## src/hw/rtl/ptha_pkg.sv

```systemverilog
// Shared types and constants for the per-track hit admission limiter.
`timescale 1ns / 1ps
`default_nettype none
package ptha_pkg;

    // Field widths
    localparam int KEY_W = 31;
    localparam int CNT_W = 16;
    localparam int TRK_W = 9;
    localparam int CFG_IDX_W = 2;
    localparam int CFG_DATA_W = 16;

    // Defaults
    localparam int TABLE_DEPTH_DEF = 256;
    localparam logic [CNT_W-1:0] MAX_HITS_RST = 16'd500;
    localparam logic [TRK_W-1:0] MAX_TRACKS_RST = 9'd200;

    // Register indexes
    localparam logic [CFG_IDX_W-1:0] REG_MAX_HITS = 2'd0;
    localparam logic [CFG_IDX_W-1:0] REG_MAX_TRACKS = 2'd1;

    typedef enum logic [2:0] {
        V_RECORDED    = 3'd0,
        V_NO_DEPOSIT  = 3'd1,
        V_TABLE_FULL  = 3'd2,
        V_TRACK_LIMIT = 3'd3,
        V_CLEARED     = 3'd4
    } t_verdict;

    typedef enum logic [1:0] {
        ST_IDLE,
        ST_MATCH,
        ST_DECIDE
    } t_state;

    typedef struct packed {
        logic             command;
        logic [KEY_W-1:0] trk_id;
        logic             photon;
        logic             deposit_positive;
    } t_in_item;

    typedef struct packed {
        logic             admit;
        t_verdict         verdict;
        logic [CNT_W-1:0] track_hits;
    } t_out_item;

    typedef struct packed {
        logic [CFG_IDX_W-1:0]  index;
        logic [CFG_DATA_W-1:0] wdata;
    } t_cfg_item;

    // Control broadcast to every cell of the track row
    typedef struct packed {
        logic shift;   // insert a new track at the head, move all entries one cell on
        logic incr;    // bump the count of the matching cell
    } t_cell_ctl;

endpackage
`default_nettype wire

```

## src/hw/rtl/ptha_cell.sv

```systemverilog
// One entry of the track row: key, hit count and a registered key match.
`timescale 1ns / 1ps
`default_nettype none
module ptha_cell (
    input  wire                          i_clk,
    input  wire  ptha_pkg::t_cell_ctl    i_ctl,
    input  wire                          i_occupied,
    input  wire  [ptha_pkg::KEY_W-1:0]   i_query,
    input  wire  [ptha_pkg::KEY_W-1:0]   i_prev_key,
    input  wire  [ptha_pkg::CNT_W-1:0]   i_prev_cnt,
    output logic [ptha_pkg::KEY_W-1:0]   o_key,
    output logic [ptha_pkg::CNT_W-1:0]   o_cnt,
    output logic                         o_match
);
    import ptha_pkg::*;

    logic [KEY_W-1:0] r_key;
    logic [CNT_W-1:0] r_cnt;
    logic             r_match;

    // Compare the held key with the query every cycle
    always_ff @(posedge i_clk) begin
        r_match <= i_occupied && (r_key == i_query);
    end

    // Take the neighbor's entry on insert, else bump the count on a hit
    always_ff @(posedge i_clk) begin
        if (i_ctl.shift) begin
            r_key <= i_prev_key;
            r_cnt <= i_prev_cnt;
        end else if (i_ctl.incr && r_match) begin
            r_cnt <= r_cnt + CNT_W'(1);
        end
    end

    assign o_key   = r_key;
    assign o_cnt   = r_cnt;
    assign o_match = r_match;

endmodule
`default_nettype wire
```

## config.mk

```make
export PLATFORM = sky130hd
export DESIGN_NAME = ptha_cell
export DESIGN_NICKNAME = d
export VERILOG_FILES = /design/src/hw/rtl/ptha_pkg.sv /design/src/hw/rtl/ptha_cell.sv
export SDC_FILE = /design/constraint.sdc
export NUM_CORES = 1
export LEC_CHECK = 0
export ABC_CLOCK_PERIOD_IN_PS = 1840
export BUFFER_PORTS_ARGS = -buffer_cell sky130_fd_sc_hd__buf_2
export CAP_MARGIN = 20
export CORE_MARGIN = 3
export CORE_UTILIZATION = 44
export DETAILED_ROUTE_END_ITERATION = 12
export GPL_TIMING_DRIVEN = 1
export MAX_ROUTING_LAYER = met4
export PLACE_DENSITY = 0.78
export RECOVER_POWER = 25
export SLEW_MARGIN = 20
export SYNTH_ARGS = -nofsm -noshare
export SYNTH_HDL_FRONTEND = slang
export SYNTH_SLANG_ARGS = --single-unit
```

## constraint.sdc

```tcl
create_clock -name i_clk -period 1.84 [get_ports i_clk]
set_input_delay 0.276 -clock i_clk [delete_from_list [all_inputs] [get_ports i_clk]]
set_output_delay 0.276 -clock i_clk [all_outputs]
set_load 0.02 [all_outputs]
```

# Yosys cells after proc, flatten, opt, wreduce, memory -nomap -nowiden
# Cells that the tools add are included.
[word_totals] regBits=48 inputBits=82 mem_bits_rw=0 out_inout_bits=48 mem_count=0 latchBits=0 rom_bits=0 wordCells=10
[op_classes] shift=0 bitwise=0 addsub=1 n_reduce_logical=3 magnitude_cmp=0 n_mul=0 eq_ne=1 div=0 mux=2
[op_table] operator="$mux W16" count=2
[op_table] operator="$eq A31 B31 Y1" count=1
[op_table] operator="$add A16 B1 Y16 const B" count=1
[op_table] operator="$logic_and A1 B1 Y1" count=2
[op_table] operator="$reduce_bool A2 Y1" count=1

# Longest topological paths before layout
[depth] depth_word=3 depth_mapped=5 mapped_depth_nobuf=5

# Worst setup path before layout
# OpenSTA, ideal clock, no wires.
[synth_path] path_kind="register to register" from="reg r_cnt[0] (netlist: o_cnt[0])" to="reg r_cnt[12] (netlist: o_cnt[12]), data pin" path_slack_ns=0.158 period_less_slack_ns=1.682 path_buffers=0 required_ns=1.575 stages_incl_launch_ff=6 arrival_ns=1.417 setup_time_ns=0.265 cell_sequence="edfxtp_1 -> ha_1 -> nand3_2 -> nor4_2 -> xnor2_1 -> o21ai_1"
[synth_between] elab_chain_cells=3
[synth_lines] element="from (decl)" line="ptha_cell.sv:18" text="logic [CNT_W-1:0] r_cnt;"
[synth_lines] element="from (signal assigned)" line="ptha_cell.sv:30" text="r_cnt <= i_prev_cnt;"
[synth_lines] element="from (signal assigned)" line="ptha_cell.sv:32" text="r_cnt <= r_cnt + CNT_W'(1);"
[synth_lines] element="$add A16 B1 Y16" line="ptha_cell.sv:32"
[synth_lines] element="$mux W16" line="ptha_cell.sv:31" text="end else if (i_ctl.incr && r_match) begin"
[synth_lines] element="$mux W16" line="ptha_cell.sv:28" text="if (i_ctl.shift) begin"
# Every way passes these cells. The select of a mux whose other input is x is not followed.
# A chain may end at the register's enable or synchronous reset.

# Worst setup path after layout
[layout_path] from="reg r_cnt[2] (netlist: o_cnt[2])" to="reg r_cnt[15] (netlist: o_cnt[15]), data pin"
# Same word-level chain as after synthesis.

==> metrics.md <==
| Metric | Value |
|---|---|
| Worst Path Arrival | 1700 ps |
| CP max-delay cell | edfxtp_1 |
| Ant. Diodes | 0 |
| Static Leakage | 1.32 nW |
| Max stage delay on crit path | 470 ps |
| Post-synth EDFFs | 47 |
| Final TNS setup | 0 ps |
| Fin crit share | 89.5% |
| Synth Instances | 163 |
| Clock tree buffer depth | 2 |
| Share of layout cells above drive strength 1 | 50.2% |
| Status | finished clean |
| Commonest cells in the netlist | 47 x edfxtp_1, 29 x xor2_1, 16 x nand2_1, 16 x xnor2_1, 10 x o21ai_0 |
| Post-DP HPWL | 4250 um |
| Top fanout value on the critical path | 6 |
| Post-synthesis instance area | 2250 sq um |
| Slew Viols, Final | 0 |
| Hold Path Origin | i_prev_key[23] |
| Peak Freq | 0.608 GHz |
| CTS H-tree depth | 2 |
| Final setup violation count | 0 |
| Routed Antenna Nets | 0 |
| Final hold violations | 0 |
| First-pass GRT wire length | 8270 um |
| DRC viols | 0 |
| Avg Cell Area, Syn | 13.8 sq um |
| Core area | 4850 sq um |
| Primary FF master, synth | edfxtp_1 |
| Post-Route Skew | 2.25 ps |
| Vias/cell | 4.70 |
| Routed via count | 1,729 |
| Post-synthesis sequential area ratio | 63.6% |
| Hold Crit Class | primary input to flop |
| Num CTS Buffers | 5 |
| Number of max-cap violations | 0 |
| Synth area leader | edfxtp_1 |
| Netlist cell types | 22 |
| Die area | 6010 sq um |
| TritonCTS clock tree | yes |
| Crit-path cells | nand4_2, nor4_2, xor2_1, mux2_2 |
| PostCTS Resize Cnt | 0 |
| Total Routing Usage GR | 18.1% |
| Syn_nets | 246 |
| Synth top area cells | edfxtp_1 63%, xor2_1 11%, xnor2_1 6.2%, nor4_2 2.8%, nand2_1 2.7% |
| CP Capture Type | flop |
| Final nets | 383 |
| Area of the multi-input gates | 801 sq um |
| First-pass DRT Iterations | 4 |
| Avg WL per Cell | 14.1 um |
| Clock Latency Late Sink | 290 ps |
| Placer Congestion | 0.829 |
| Worst hold margin | 154 ps |
| RSZ-0062 raised after global routing | no |
| Area Growth Syn to Fin | 38.0% |
| P per Cell Area | 825 nW/um^2 |
| Postcts setup bufs | 0 |
| YS warnings | 0 |
| Async SR Flop Fraction | 0% |
| Count of state elements after synthesis | 48 |
| Vias in the first global route | 1,716 |
| Peak supply drop | 0.544 mV |
| RR Startpoint | o_cnt[2]$_DFFE_PP_ |
| Critical Path RT | 1890 ps |
| Largest net degree at the start of global routing | 23 |
| Gr ovfl total | 0 |
| Clk slew on worst S/H paths | 90 ps |
| Die width | 77.5 um |
| Iter 0 DRT Violations | 65 |
| CP startpoint kind | flop |
| # port buffers | 129 |
| Drt total wl | 5200 um |
| Critical path class | flop to flop |
| I/O pin total | 130 |
| Initial Util | 46.4% |
| Count leader, synth | edfxtp_1 |
| Hold Buf Count CTS | 0 |
| CP Launch Point | o_cnt[2]$_DFFE_PP_ |
| Tmin final | 1650 ps |
| Clock Tree Root | clkbuf_8 |
| Clock sinks | 48 |
| Die Ht | 77.5 um |
| Buffers & Inverters on Critical Path | 0 |
| Worst slew pin tran | 931 ps |
| Initial antenna violation count | 0 |
| CP top delay family | simple AND/OR/NAND/NOR gates |
| Row count | 25 |
| Slew headroom | 37.9% |
| Sequential cell area | 1430 sq um |
| Fill cells | 391 |
| Top-area cell type share of the netlist area | 62.7% |
[through the flow]
stage	instance area (sq um)	power (mW)	util [%]	cells	worst slack (ps)
floorplan	2250	1.63	-	163	158
global placement	3000	1.84	61.9	360	248
detailed placement	3000	1.85	61.9	360	191
CTS	3110	2.59	64.1	368	174
global route	3110	2.69	64.1	368	28.0
finish	3110	2.56	64.1	368	194
[where the power goes]
group          total [mW]  internal, mW  switching (mW)
sequential           1.37          1.30          0.0725
combinational       0.448         0.196           0.252
clock               0.739         0.403           0.335
total                2.56          1.90           0.660
[worst paths after layout]
path | to | slack (ps) | cells past startpoint
min reg2reg | o_match$_DFF_P_ | 590 | 3
max reg2reg | o_cnt[15]$_DFFE_PP_ | 190 | 4
min | o_key[23]$_DFFE_PP_ | 150 | 1
max | o_cnt[15]$_DFFE_PP_ | 190 | 4
[area by class of cell]
class                           count  area share, %
Clock buffer                        6           2.34
Clock inverter                      2           1.13
Inverter                            2          0.242
Multi-Input combinational cell    110           25.8
Sequential cell                    48           46.1
Tap cell                           67           2.70
Timing Repair Buffer              133           21.7
[registers in the layout (all words and copies together) (netlist names)]
| register | count |
|---|---|
| o_cnt | 16 |
| o_key | 31 |
| o_match | 1 |
[cells by family (layout without fill, tap and decap cells)]
logic type               count (synthesis)  in the layout  synth area share (%)
AND/OR/NAND/NOR                         47             47                  12.8
flip-flops                              48             48                  63.6
multiplexers                             3              3                  1.50
XOR/XNOR                                45             45                  17.5
buffers and inverters                    5            143                 0.834
adder cells (fa/ha/maj)                  1              1                 0.556
AO/OA/AOI/OAI                           14             14                  3.22
[worst register-to-register path, delay by kind of cell (launching register included)]
family | cells | cell delay (ps)
xor gates and xnor gates | 1 | 110
and+or+nand+nor | 2 | 570
muxes | 1 | 270
DFF | 1 | 470
[per-layer routing]
metal	GRT usage, %	part of all wire [%]
met5	-	0
met2	31.4	52
met4	4.27	0.56
met3	3.25	5.3
met1	22.0	42
[cells in the final DEF (no fill, tap or decap)]
cell type	synthesis	final
nand4_1	5	5
and3_2	1	1
clkbuf_8	0	5
xnor2_1	16	16
buf_2	0	128
nor4_1	7	7
o21ai_0	10	10
a21o_1	1	1
nand2_1	16	16
dfxtp_1	1	1
bufinv_16	0	1
nor2_1	1	1
nor4_2	5	5
clkbuf_1	3	2
inv_1	2	2
nand4_2	1	1
xor2_1	29	29
nand3_1	5	5
buf_4	0	4
nand3_2	2	2
mux2_2	3	3
ha_1	1	1
nor3_1	3	3
o21ai_1	3	3
and3_1	1	1
edfxtp_1	47	47
clkinv_2	0	1
Power figures use the tool's default switching activity.
